File: src/rtl/mdlc_pkg.sv
`timescale 1ns / 1ps

package mdlc_pkg;

    // Field and register widths
    localparam int HOLD_W      = 22;
    localparam int PCT_W       = 7;
    localparam int MINUTE_W    = 11;
    localparam int OFFSET_W    = 10;
    localparam int LEVEL_W     = 8;
    localparam int CFG_IDX_W   = 3;
    localparam int CFG_DATA_W  = 22;
    localparam int TIMER_BITS_DEF = 22;

    // Milliseconds in one second for the gone event
    localparam int SECOND_MS   = 1000;

    // Register indexes on the configuration port
    typedef enum logic [CFG_IDX_W-1:0] {
        CFG_HOLD_TIME     = 3'd0,
        CFG_BRIGHT_PCT    = 3'd1,
        CFG_AMBIENT_PCT   = 3'd2,
        CFG_MORNING_START = 3'd3,
        CFG_AFTER_SUNRISE = 3'd4,
        CFG_BEFORE_SUNSET = 3'd5,
        CFG_EVENING_END   = 3'd6,
        CFG_ACTIVE_LOW    = 3'd7
    } cfg_index_t;

    // Register reset values
    localparam logic [HOLD_W-1:0]   HOLD_RST          = 22'd5000;
    localparam logic [PCT_W-1:0]    BRIGHT_RST        = 7'd80;
    localparam logic [PCT_W-1:0]    AMBIENT_RST       = 7'd20;
    localparam logic [MINUTE_W-1:0] MORNING_START_RST = 11'd420;
    localparam logic [OFFSET_W-1:0] AFTER_SUNRISE_RST = 10'd10;
    localparam logic [OFFSET_W-1:0] BEFORE_SUNSET_RST = 10'd10;
    localparam logic [MINUTE_W-1:0] EVENING_END_RST   = 11'd1260;

    typedef enum logic [1:0] {
        DP_DAY     = 2'd0,
        DP_MORNING = 2'd1,
        DP_EVENING = 2'd2,
        DP_NIGHT   = 2'd3
    } day_part_t;

    // Time-of-day window settings handed to the classifier
    typedef struct packed {
        logic [MINUTE_W-1:0] morning_start;
        logic [OFFSET_W-1:0] after_sunrise;
        logic [OFFSET_W-1:0] before_sunset;
        logic [MINUTE_W-1:0] evening_end;
    } day_cfg_t;

    // floor(x / 100) as (x * 5243) >> 19, exact for x up to 127 * 255
    localparam logic [12:0] PCT_RECIP = 13'd5243;
    localparam int          PCT_SHIFT = 19;

    // Percent to PWM duty, floor(pct * 255 / 100), saturated at full scale
    function automatic logic [LEVEL_W-1:0] pct_to_level(input logic [PCT_W-1:0] pct);
        logic [14:0] scaled;
        logic [27:0] prod;
        logic [8:0]  lvl;
        scaled = {pct, 8'b0} - {8'b0, pct};
        prod   = {13'b0, scaled} * {15'b0, PCT_RECIP};
        lvl    = prod[PCT_SHIFT+8:PCT_SHIFT];
        return (lvl > 9'd255) ? 8'hFF : lvl[LEVEL_W-1:0];
    endfunction

endpackage

File: src/rtl/mdlc_day_classifier.sv
`timescale 1ns / 1ps

module mdlc_day_classifier
    import mdlc_pkg::*;
(
    input  logic [MINUTE_W-1:0] minute_of_day,
    input  logic [MINUTE_W-1:0] sunrise_minute,
    input  logic [MINUTE_W-1:0] sunset_minute,
    input  day_cfg_t            day_cfg,
    output day_part_t           day_part
);

    logic signed [12:0] m_s;
    logic signed [12:0] rise_end_s;
    logic signed [12:0] set_start_s;
    logic signed [12:0] morning_s;
    logic signed [12:0] evening_s;

    // Morning ends after sunrise, evening starts before sunset
    always_comb
    begin
        m_s         = $signed({2'b00, minute_of_day});
        morning_s   = $signed({2'b00, day_cfg.morning_start});
        evening_s   = $signed({2'b00, day_cfg.evening_end});
        rise_end_s  = $signed({2'b00, sunrise_minute}) + $signed({3'b000, day_cfg.after_sunrise});
        set_start_s = $signed({2'b00, sunset_minute}) - $signed({3'b000, day_cfg.before_sunset});
    end

    // Strict window tests, first match wins
    always_comb
    begin
        if (m_s > morning_s && m_s < rise_end_s)
            day_part = DP_MORNING;
        else if (m_s > rise_end_s && m_s < set_start_s)
            day_part = DP_DAY;
        else if (m_s > set_start_s && m_s < evening_s)
            day_part = DP_EVENING;
        else
            day_part = DP_NIGHT;
    end

endmodule

File: src/rtl/motion_daypart_light_controller.sv
`timescale 1ns / 1ps

// Motion and time-of-day light controller.
// Input channel (in_valid / in_stall): one word per item. kind 0 is a
// millisecond tick carrying both sensor levels; kind 1 is a time update
// carrying minute of day, sunrise and sunset.
// Output channel (out_valid / out_stall): exactly one result word per item
// with the light level, part of day, recent-motion flag and event bits.
// Configuration: cfg_we writes cfg_data into register cfg_index;
// write only while no item is in flight.
// The word passes through the input register, then the result register that
// also updates the motion and day state; out_valid rises when that register
// loads, once the result slot is free. Throughput: one item per cycle unless
// stalled; the update path is one pass of a timer increment, a few compares
// and a small constant multiply for the level.
// When the receiver stalls, the result word holds and the input register
// fills; in_stall rises once both are occupied and the result is stalled.
// Reset: registers return to their defaults, part of day to night, timers and
// recent motion clear, and both channels come up empty.
module motion_daypart_light_controller
    import mdlc_pkg::*;
#(
    parameter int TIMER_BITS = TIMER_BITS_DEF
)
(
    input  logic                  clk,
    input  logic                  rst_n,
    // configuration
    input  logic                  cfg_we,
    input  logic [CFG_IDX_W-1:0]  cfg_index,
    input  logic [CFG_DATA_W-1:0] cfg_data,
    // input channel
    input  logic                  in_valid,
    output logic                  in_stall,
    input  logic                  kind,
    input  logic                  sensor_a,
    input  logic                  sensor_b,
    input  logic [MINUTE_W-1:0]   minute_of_day,
    input  logic [MINUTE_W-1:0]   sunrise_minute,
    input  logic [MINUTE_W-1:0]   sunset_minute,
    // output channel
    output logic                  out_valid,
    input  logic                  out_stall,
    output logic [LEVEL_W-1:0]    light_level,
    output logic [1:0]            day_part,
    output logic                  motion_recent,
    output logic                  event_ch_a,
    output logic                  event_ch_b,
    output logic                  event_gone,
    output logic                  event_expired
);

    localparam int CW = (TIMER_BITS > HOLD_W) ? TIMER_BITS : HOLD_W;
    localparam logic [TIMER_BITS-1:0] TIMER_MAX  = {TIMER_BITS{1'b1}};
    localparam logic [TIMER_BITS-1:0] ONE_SEC    = TIMER_BITS'(SECOND_MS);
    localparam logic [TIMER_BITS-1:0] TWO_SEC    = TIMER_BITS'(2 * SECOND_MS);

    // Configuration registers
    logic [HOLD_W-1:0]   hold_reg;
    logic [PCT_W-1:0]    bright_reg;
    logic [PCT_W-1:0]    ambient_reg;
    day_cfg_t            day_cfg_reg;
    logic                active_low_reg;

    // Input register
    logic                s1_valid_reg;
    logic                s1_kind_reg;
    logic                s1_a_reg;
    logic                s1_b_reg;
    logic [MINUTE_W-1:0] s1_minute_reg;
    logic [MINUTE_W-1:0] s1_sunrise_reg;
    logic [MINUTE_W-1:0] s1_sunset_reg;

    // Controller state
    logic                  recent_reg,  recent_next;
    day_part_t             part_reg,    part_next;
    logic                  last_a_reg,  last_a_next;
    logic                  last_b_reg,  last_b_next;
    logic [TIMER_BITS-1:0] quiet_reg,   quiet_next;
    logic [TIMER_BITS-1:0] mark_reg,    mark_next;

    // Result register
    logic                out_valid_reg;
    logic [LEVEL_W-1:0]  level_reg,   level_next;
    day_part_t           dp_reg;
    logic                recent_out_reg;
    logic                ev_a_reg,    ev_a_next;
    logic                ev_b_reg,    ev_b_next;
    logic                gone_reg,    gone_next;
    logic                exp_reg,     exp_next;

    logic                  out_free;
    logic                  advance;
    logic                  in_take;
    logic                  a_lvl;
    logic                  b_lvl;
    logic [TIMER_BITS-1:0] quiet_inc;
    logic [TIMER_BITS:0]   mark_limit;
    day_part_t             part_new;

    // Handshake: result slot frees when empty or taken this cycle
    assign out_free = !out_valid_reg || !out_stall;
    assign advance  = s1_valid_reg && out_free;
    assign in_stall = s1_valid_reg && !out_free;
    assign in_take  = in_valid && !in_stall;

    // Register writes
    always_ff @(posedge clk or negedge rst_n)
    begin
        if (!rst_n)
        begin
            hold_reg                  <= HOLD_RST;
            bright_reg                <= BRIGHT_RST;
            ambient_reg               <= AMBIENT_RST;
            day_cfg_reg.morning_start <= MORNING_START_RST;
            day_cfg_reg.after_sunrise <= AFTER_SUNRISE_RST;
            day_cfg_reg.before_sunset <= BEFORE_SUNSET_RST;
            day_cfg_reg.evening_end   <= EVENING_END_RST;
            active_low_reg            <= 1'b0;
        end
        else if (cfg_we)
        begin
            case (cfg_index_t'(cfg_index))
                CFG_HOLD_TIME:     hold_reg                  <= cfg_data[HOLD_W-1:0];
                CFG_BRIGHT_PCT:    bright_reg                <= cfg_data[PCT_W-1:0];
                CFG_AMBIENT_PCT:   ambient_reg               <= cfg_data[PCT_W-1:0];
                CFG_MORNING_START: day_cfg_reg.morning_start <= cfg_data[MINUTE_W-1:0];
                CFG_AFTER_SUNRISE: day_cfg_reg.after_sunrise <= cfg_data[OFFSET_W-1:0];
                CFG_BEFORE_SUNSET: day_cfg_reg.before_sunset <= cfg_data[OFFSET_W-1:0];
                CFG_EVENING_END:   day_cfg_reg.evening_end   <= cfg_data[MINUTE_W-1:0];
                CFG_ACTIVE_LOW:    active_low_reg            <= cfg_data[0];
                default:           ;
            endcase
        end
    end

    // Capture the input word
    always_ff @(posedge clk or negedge rst_n)
    begin
        if (!rst_n)
            s1_valid_reg <= 1'b0;
        else if (in_take)
            s1_valid_reg <= 1'b1;
        else if (advance)
            s1_valid_reg <= 1'b0;
    end

    always_ff @(posedge clk)
    begin
        if (in_take)
        begin
            s1_kind_reg    <= kind;
            s1_a_reg       <= sensor_a;
            s1_b_reg       <= sensor_b;
            s1_minute_reg  <= minute_of_day;
            s1_sunrise_reg <= sunrise_minute;
            s1_sunset_reg  <= sunset_minute;
        end
    end

    mdlc_day_classifier u_classifier (
        .minute_of_day  (s1_minute_reg),
        .sunrise_minute (s1_sunrise_reg),
        .sunset_minute  (s1_sunset_reg),
        .day_cfg        (day_cfg_reg),
        .day_part       (part_new)
    );

    // Next state and result for the word in the input register
    always_comb
    begin
        a_lvl       = s1_a_reg ^ active_low_reg;
        b_lvl       = s1_b_reg ^ active_low_reg;
        quiet_inc   = (quiet_reg == TIMER_MAX) ? quiet_reg : quiet_reg + 1'b1;
        mark_limit  = {1'b0, mark_reg} + (TIMER_BITS+1)'(SECOND_MS);

        recent_next = recent_reg;
        part_next   = part_reg;
        last_a_next = last_a_reg;
        last_b_next = last_b_reg;
        quiet_next  = quiet_reg;
        mark_next   = mark_reg;
        ev_a_next   = 1'b0;
        ev_b_next   = 1'b0;
        gone_next   = 1'b0;
        exp_next    = 1'b0;

        if (!s1_kind_reg)
        begin
            last_a_next = a_lvl;
            last_b_next = b_lvl;
            if (a_lvl || b_lvl)
            begin
                // activity: restart quiet timing, flag rising edges
                quiet_next  = '0;
                mark_next   = '0;
                ev_a_next   = a_lvl && !last_a_reg;
                ev_b_next   = b_lvl && !last_b_reg;
                recent_next = recent_reg || ev_a_next || ev_b_next;
            end
            else
            begin
                quiet_next = quiet_inc;
                if (recent_reg)
                begin
                    if (CW'(quiet_inc) > CW'(hold_reg))
                    begin
                        recent_next = 1'b0;
                        exp_next    = 1'b1;
                    end
                    else if ({1'b0, quiet_inc} > mark_limit)
                    begin
                        mark_next = mark_limit[TIMER_BITS-1:0];
                        gone_next = (quiet_inc >= ONE_SEC) && (quiet_inc < TWO_SEC);
                    end
                end
            end
        end
        else
        begin
            part_next = part_new;
        end

        // Light level from the updated state
        case (part_next)
            DP_DAY:              level_next = '0;
            DP_MORNING,
            DP_EVENING:          level_next = recent_next ? pct_to_level(bright_reg)
                                                          : pct_to_level(ambient_reg);
            DP_NIGHT:            level_next = recent_next ? pct_to_level(bright_reg) : '0;
            default:             level_next = '0;
        endcase
    end

    // Commit state on advance
    always_ff @(posedge clk or negedge rst_n)
    begin
        if (!rst_n)
        begin
            recent_reg <= 1'b0;
            part_reg   <= DP_NIGHT;
            last_a_reg <= 1'b0;
            last_b_reg <= 1'b0;
            quiet_reg  <= '0;
            mark_reg   <= '0;
        end
        else if (advance)
        begin
            recent_reg <= recent_next;
            part_reg   <= part_next;
            last_a_reg <= last_a_next;
            last_b_reg <= last_b_next;
            quiet_reg  <= quiet_next;
            mark_reg   <= mark_next;
        end
    end

    // Result word: load on advance, drop when taken
    always_ff @(posedge clk or negedge rst_n)
    begin
        if (!rst_n)
            out_valid_reg <= 1'b0;
        else if (advance)
            out_valid_reg <= 1'b1;
        else if (!out_stall)
            out_valid_reg <= 1'b0;
    end

    always_ff @(posedge clk)
    begin
        if (advance)
        begin
            level_reg      <= level_next;
            dp_reg         <= part_next;
            recent_out_reg <= recent_next;
            ev_a_reg       <= ev_a_next;
            ev_b_reg       <= ev_b_next;
            gone_reg       <= gone_next;
            exp_reg        <= exp_next;
        end
    end

    assign out_valid     = out_valid_reg;
    assign light_level   = level_reg;
    assign day_part      = dp_reg;
    assign motion_recent = recent_out_reg;
    assign event_ch_a    = ev_a_reg;
    assign event_ch_b    = ev_b_reg;
    assign event_gone    = gone_reg;
    assign event_expired = exp_reg;

`ifndef SYNTH
    // Expiry always leaves recent motion cleared in the same word
    assert property (@(posedge clk) disable iff (!rst_n)
        out_valid_reg && exp_reg |-> !recent_out_reg)
        else $error("expired word still shows recent motion");

    // A sensor edge event always comes with recent motion set
    assert property (@(posedge clk) disable iff (!rst_n)
        out_valid_reg && (ev_a_reg || ev_b_reg) |-> recent_out_reg)
        else $error("edge event without recent motion");

    // Daytime keeps the light off
    assert property (@(posedge clk) disable iff (!rst_n)
        out_valid_reg && dp_reg == DP_DAY |-> level_reg == '0)
        else $error("light on during daytime");

    // Recent motion only drops through an expiry word
    assert property (@(posedge clk) disable iff (!rst_n)
        $fell(recent_reg) |-> out_valid_reg && exp_reg)
        else $error("recent motion cleared without expiry");

    // The second mark never runs ahead of the quiet timer
    assert property (@(posedge clk) disable iff (!rst_n)
        mark_reg <= quiet_reg)
        else $error("second mark beyond quiet time");
`endif

endmodule
File: config.mk
export PLATFORM = sky130hd
export DESIGN_NAME = motion_daypart_light_controller
export DESIGN_NICKNAME = d
export VERILOG_FILES = /design/src/rtl/mdlc_pkg.sv /design/src/rtl/mdlc_day_classifier.sv /design/src/rtl/motion_daypart_light_controller.sv
export SDC_FILE = /design/constraint.sdc
export NUM_CORES = 1
export LEC_CHECK = 0
export ABC_AREA = 1
export BUFFER_PORTS_ARGS = -buffer_cell sky130_fd_sc_hd__buf_4
export CAP_MARGIN = 20
export CORE_ASPECT_RATIO = 0.5
export CORE_MARGIN = 5
export CORE_UTILIZATION = 35
export CTS_CLUSTER_SIZE = 14
export DETAILED_ROUTE_END_ITERATION = 12
export GPL_ROUTABILITY_DRIVEN = 1
export HOLD_SLACK_MARGIN = 0.12
export PLACE_DENSITY = 0.6
export SYNTH_ARGS = -nofsm -noshare
export SYNTH_HDL_FRONTEND = slang
export SYNTH_SLANG_ARGS = --single-unit
File: constraint.sdc
create_clock -name clk -period 12.6 [get_ports clk]
set_input_delay 2.52 -clock clk [delete_from_list [all_inputs] [get_ports clk]]
set_output_delay 2.52 -clock clk [all_outputs]
set_load 0.1 [all_outputs]
## Word level (Yosys, flattened, before mapping)

Index checks and enable logic that the tools add are counted.

- Logic and storage cells: 130
- Bits in registers: 181
- Input port bits: 66
- Output and inout bits: 17

- Equal/unequal tests: 13
- Multipliers: 2
- Reduce and logical (&&, ||, !) cells: 38
- Bitwise operators: 6
- $lt $le $gt $ge: 12
- $add $sub $neg: 6
- Mux-type cells: 24

Operators by type and width:

| kind | count |
|---|---|
| two-way mux 22 bit | 6 |
| multiplier 15 x 13 -> 28 bit (second input constant) | 2 |
| two-way mux 8 bit | 4 |
| subtractor 15 x 7 -> 15 bit | 2 |
| greater-than comparator 12 x 13 -> 1 bit | 2 |
| < comparator 12 x 13 -> 1 bit | 2 |
| one-hot mux 8 bit (3 select lines) | 1 |
| adder 22 x 10 -> 23 bit (second input constant) | 1 |
| greater-than comparator 22 x 23 -> 1 bit | 1 |
| adder 22 x 1 -> 22 bit (second input constant) | 1 |
| == test 22 bit (second input constant) | 1 |
| >= comparator 22 x 10 -> 1 bit (second input constant) | 1 |
| greater-than comparator 22 bit | 1 |
| < comparator 22 x 11 -> 1 bit (second input constant) | 1 |
| greater-than comparator 9 x 8 -> 1 bit (second input constant) | 2 |
| AND reduction 2 bit | 9 |
| adder 11 x 10 -> 12 bit | 1 |
| == test 3 bit (second input constant) | 4 |
| subtractor 11 x 10 -> 12 bit | 1 |
| greater-than comparator 11 bit | 1 |
| < comparator 11 bit | 1 |
| two-way mux 1 bit | 10 |
| logical AND 1 bit | 9 |
| == test 3 x 2 -> 1 bit (second input constant) | 2 |
| other kinds (17) | 35 |

## Logic depth before layout (Yosys ltp)

- Word-level depth: 10
- Depth in mapped cells: 38
- Gate-level depth less buffers: 37

## Modules after synthesis

A second synthesis with hierarchy kept.

- Cells, all modules: 2522
- Area, all modules: 19829.0 um^2

By module, submodules not included:

| module | sequential area each (um^2) | cells each | instances | area each (um^2) |
|---|---|---|---|---|
| motion_daypart_light_controller | 4740.8 | 2205 | 1 | 17793.3 |
| mdlc_day_classifier | 0.0 | 317 | 1 | 2035.7 |

## Worst setup path before layout

OpenSTA, ideal clock, no wires.

- Path type: input to output
- From: in out_stall
- To: out in_stall
- Setup slack: 6.159 ns
- Stages on the path: 2
- Path buffers: 0
- Required time: 10.080 ns
- Data arrival time: 3.921 ns
- Cells stage by stage: nand2_1 > nor2_1

- Cells in the longest elaborated chain, start to end: 4

Ends and longest elaborated chain:

| element | line | text |
|---|---|---|
| start, declared | motion_daypart_light_controller.sv:43 | `input logic out_stall,` |
| zero test 1 bit | -- |  |
| logical OR 1 bit | motion_daypart_light_controller.sv:102 | `assign out_free = !out_valid_reg \|\| !out_stall;` |
| zero test 1 bit | motion_daypart_light_controller.sv:104 | `assign in_stall = s1_valid_reg && !out_free;` |
| logical AND 1 bit | motion_daypart_light_controller.sv:104 |  |
| end, declared | motion_daypart_light_controller.sv:34 | `output logic in_stall,` |

Every way passes these cells.

## Final worst setup path

- From: reg bright_reg[0]
- To: reg level_reg[3] (netlist: light_level[3]) (data pin)

- Cells in the longest elaborated chain, start to end: 6
- Elaborated cells between the ends (all ways): 7
- Those cells by class: add/sub (1); mul (1); order compare (1); mux (4)

Ends and longest elaborated chain:

| element | line | text |
|---|---|---|
| start, declared | motion_daypart_light_controller.sv:60 | `logic [PCT_W-1:0] bright_reg;` |
| start signal, assigned | motion_daypart_light_controller.sv:125 | `CFG_BRIGHT_PCT: bright_reg <= cfg_data[PCT_W-1:0];` |
| subtractor 15 x 7 -> 15 bit (*) | mdlc_pkg.sv:63 | `scaled = {pct, 8'b0} - {8'b0, pct};` |
| multiplier 15 x 13 -> 28 bit (*) | mdlc_pkg.sv:64 | `prod = {13'b0, scaled} * {15'b0, PCT_RECIP};` |
| greater-than comparator 9 x 8 -> 1 bit | mdlc_pkg.sv:66 | `return (lvl > 9'd255) ? 8'hFF : lvl[LEVEL_W-1:0];` |
| two-way mux 8 bit (*) | mdlc_pkg.sv:66 |  |
| two-way mux 8 bit, on equally long branches | motion_daypart_light_controller.sv:230, motion_daypart_light_controller.sv:228 |  |
| one-hot mux 8 bit (3 select lines) (*) | motion_daypart_light_controller.sv:225 | `case (part_next)` |
| named net level_next[3] | motion_daypart_light_controller.sv:84 | `logic [LEVEL_W-1:0] level_reg, level_next;` |
| end signal, assigned | motion_daypart_light_controller.sv:273 | `level_reg <= level_next;` |
| end, declared | motion_daypart_light_controller.sv:84 |  |

The timed path passes the listed nets; every way through them passes the cells marked *.
A chain may end at the register's enable or synchronous reset.

==> flow_summary.toml <==
[route]
drt_iter0_markers = 967
drt-wirelength-per-cell_um = 14.5
drcViolationCount = 0
num_vias = 15817
wl_um = 48800
vias_per_cell = 4.71
dr.pass1.iters = 6
ant_nets = 0

[sta]
setup_viol = 0
fmax_ghz = 0.154
tns_ns = 0
finalHoldViolations = 0
maxSlewHeadroom = 0.394
fin_crit_sh = 0.516
rsz0062_at_grt = "no"
slew_violations = 0
tightest_slew_ns = 0.905
period_needed_ns = 6.51
finClkSkew_ns = 0.0277

[floorplan]
pin_count = 83
dieWidth_um = 346
row_count = 61
core_area_um2 = 55700
start_util = 0.354
fp.dieH_um = 178
fp.dieArea_um2 = 61600

[clocking]
cts_tree = "yes"
ctsHoldBuffers = 0
cts_setup_buffers = 0
cts-root-buf = "clkbuf_16"
clk_latency_ns = 0.46
cts.htree.levels = 4
cts.clk_slew.worst_paths_ns = 0.07
cts_buffers = 17
cts.sinks = 178
cts_buffer_depth = 2
post_cts_resize_count = 0

[synthesis]
yosysWarnings = 0
synth-edff-count = 51
synthCells = 2509
synth_cell_types = 51
ys_top_cells_by_area = "ha_1 (20%), fa_1 (14%), dfrtp_1 (13%)"
synth-seq-cells = 178
synth_most_common_cell = "nand2_1"
yosysSeqAreaShare = 0.240
synthesis.area_um2 = 19700
synth_top_area_share = 0.196
synthArstFlopShare = 0.713
synth_ff_type = "dfrtp_1"
syn_nets = 3019
netlist_top_cells_count = "nand2_1 (577), inv_1 (532), ha_1 (310)"
avgSynthCellArea_um2 = 7.87
yosysTopAreaCell = "ha_1"

[global_route]
grt-ovfl-total = 0
grt_usage = 0.164
grt_antenna_before_repair = 0
grt_pass1_wl_um = 81600
grt_pass1_vias = 15931
grt_max_degree = 71

[place]
port_buffers = 82
place_congestion = 0.898
dp_hpwl_um = 40800
place_area_um2 = 21200

[setup_path]
cp.required_ns = 12.78
critPathMostFrequentCell = "nand2_1"
crit_path_max_incr_delay_ns = 0.55
critical_path_class = "reg -> reg"
cp_slowest_cell = "dfrtp_1"
startpoint_type = "flop"
worst_setup_path_end_kind = "flop"
worstPathArrival_ns = 6.69
worstPathMaxFanout = 9

[cells_and_area]
n_antenna_cell = 0
nets = 3099
largest_reg_flops = 42
area_growth_pct = 10.4
drive_above_1_share = 0.0707
fin_area_um2 = 21800
n_fill_cell = 5791

[worst_hold_path]
hp-class = "reg -> reg"

[outcome]
status = "completed"

[run]
cap_violations = 0
-- final cells by class --
type | instances | area [um2] | share of cell area
Tap cell | 756 | 946 | 0.0434
Sequential cell | 178 | 4740 | 0.218
Multi-Input combinational cell | 1765 | 12800 | 0.589
Timing Repair Buffer | 92 | 692 | 0.0317
Inverter | 535 | 2010 | 0.0921
Clock inverter | 10 | 88.8 | 0.00408
Clock buffer | 22 | 474 | 0.0218
-- layout by cell type, fill, tap and decap left out, types with 51 or more instances in the layout --
master,count
nand2_1,577
inv_1,532
ha_1,310
nor2_1,180
fa_1,134
a21oi_1,124
o21ai_0,122
dfrtp_1,102
nand3_1,97
buf_4,90
edfxtp_1,51
-- per-layer routing --
layer | global-route usage | vias up | wire length [um]
li1 | - | 8083 | -
met1 | 0.222 | 7510 | 23800
met2 | 0.288 | 194 | 23100
met3 | 0.0174 | 30 | 1320
met4 | 0.0286 | 0 | 593
met5 | 0 | - | 0
-- kinds of logic (layout without fill, tap and decap cells) --
kind of cell             after synthesis  count (layout)  share of synthesized area
adder cells (fa/ha/maj)              444             444                      0.332
AND/OR/NAND/NOR                      950             950                      0.204
flip-flops                           178             178                      0.240
AO/OA/AOI/OAI                        298             298                     0.0811
buffers and inverters                566             659                      0.110
XOR/XNOR                              73              73                     0.0328
-- worst paths after layout --
check	slack, ns	depth (start not counted)	to	startpoint
worst max-delay path	6.09	29	light_level[3]	bright_reg[0]
worst min-delay path	0.47	2	part_reg[0]	part_reg[0]
worst max register to register	6.09	29	light_level[3]	bright_reg[0]
worst min register to register	0.47	2	part_reg[0]	part_reg[0]
max in group asynchronous	9.21	2	day_cfg_reg[13]	rst_n
min in group asynchronous	2.04	1	mark_reg[7]	rst_n
-- through the flow --
step | utilization | setup WS, ns | instances | hold WS, ns
floorplan | - | 6.16 | 2509 | 0.444
global placement | 0.381 | 6.11 | 3324 | 0.452
detailed placement | 0.381 | 5.97 | 3324 | 0.460
CTS | 0.391 | 5.98 | 3356 | 0.471
global route | 0.391 | 5.46 | 3358 | 0.483
finish | 0.391 | 6.09 | 3358 | 0.467
-- critical path: cells and delay by family (launching register included) --
kind	cells	cell delay (ns)
buf+inv	6	0.73
flops	1	0.55
simple gates	14	1.64
fa+ha+maj	7	2.93
xor+xnor	1	0.31
compound gates	1	0.07
Power is not shown: default switching activity piles up to over one toggle a cycle in this logic, so the estimate is an artifact.
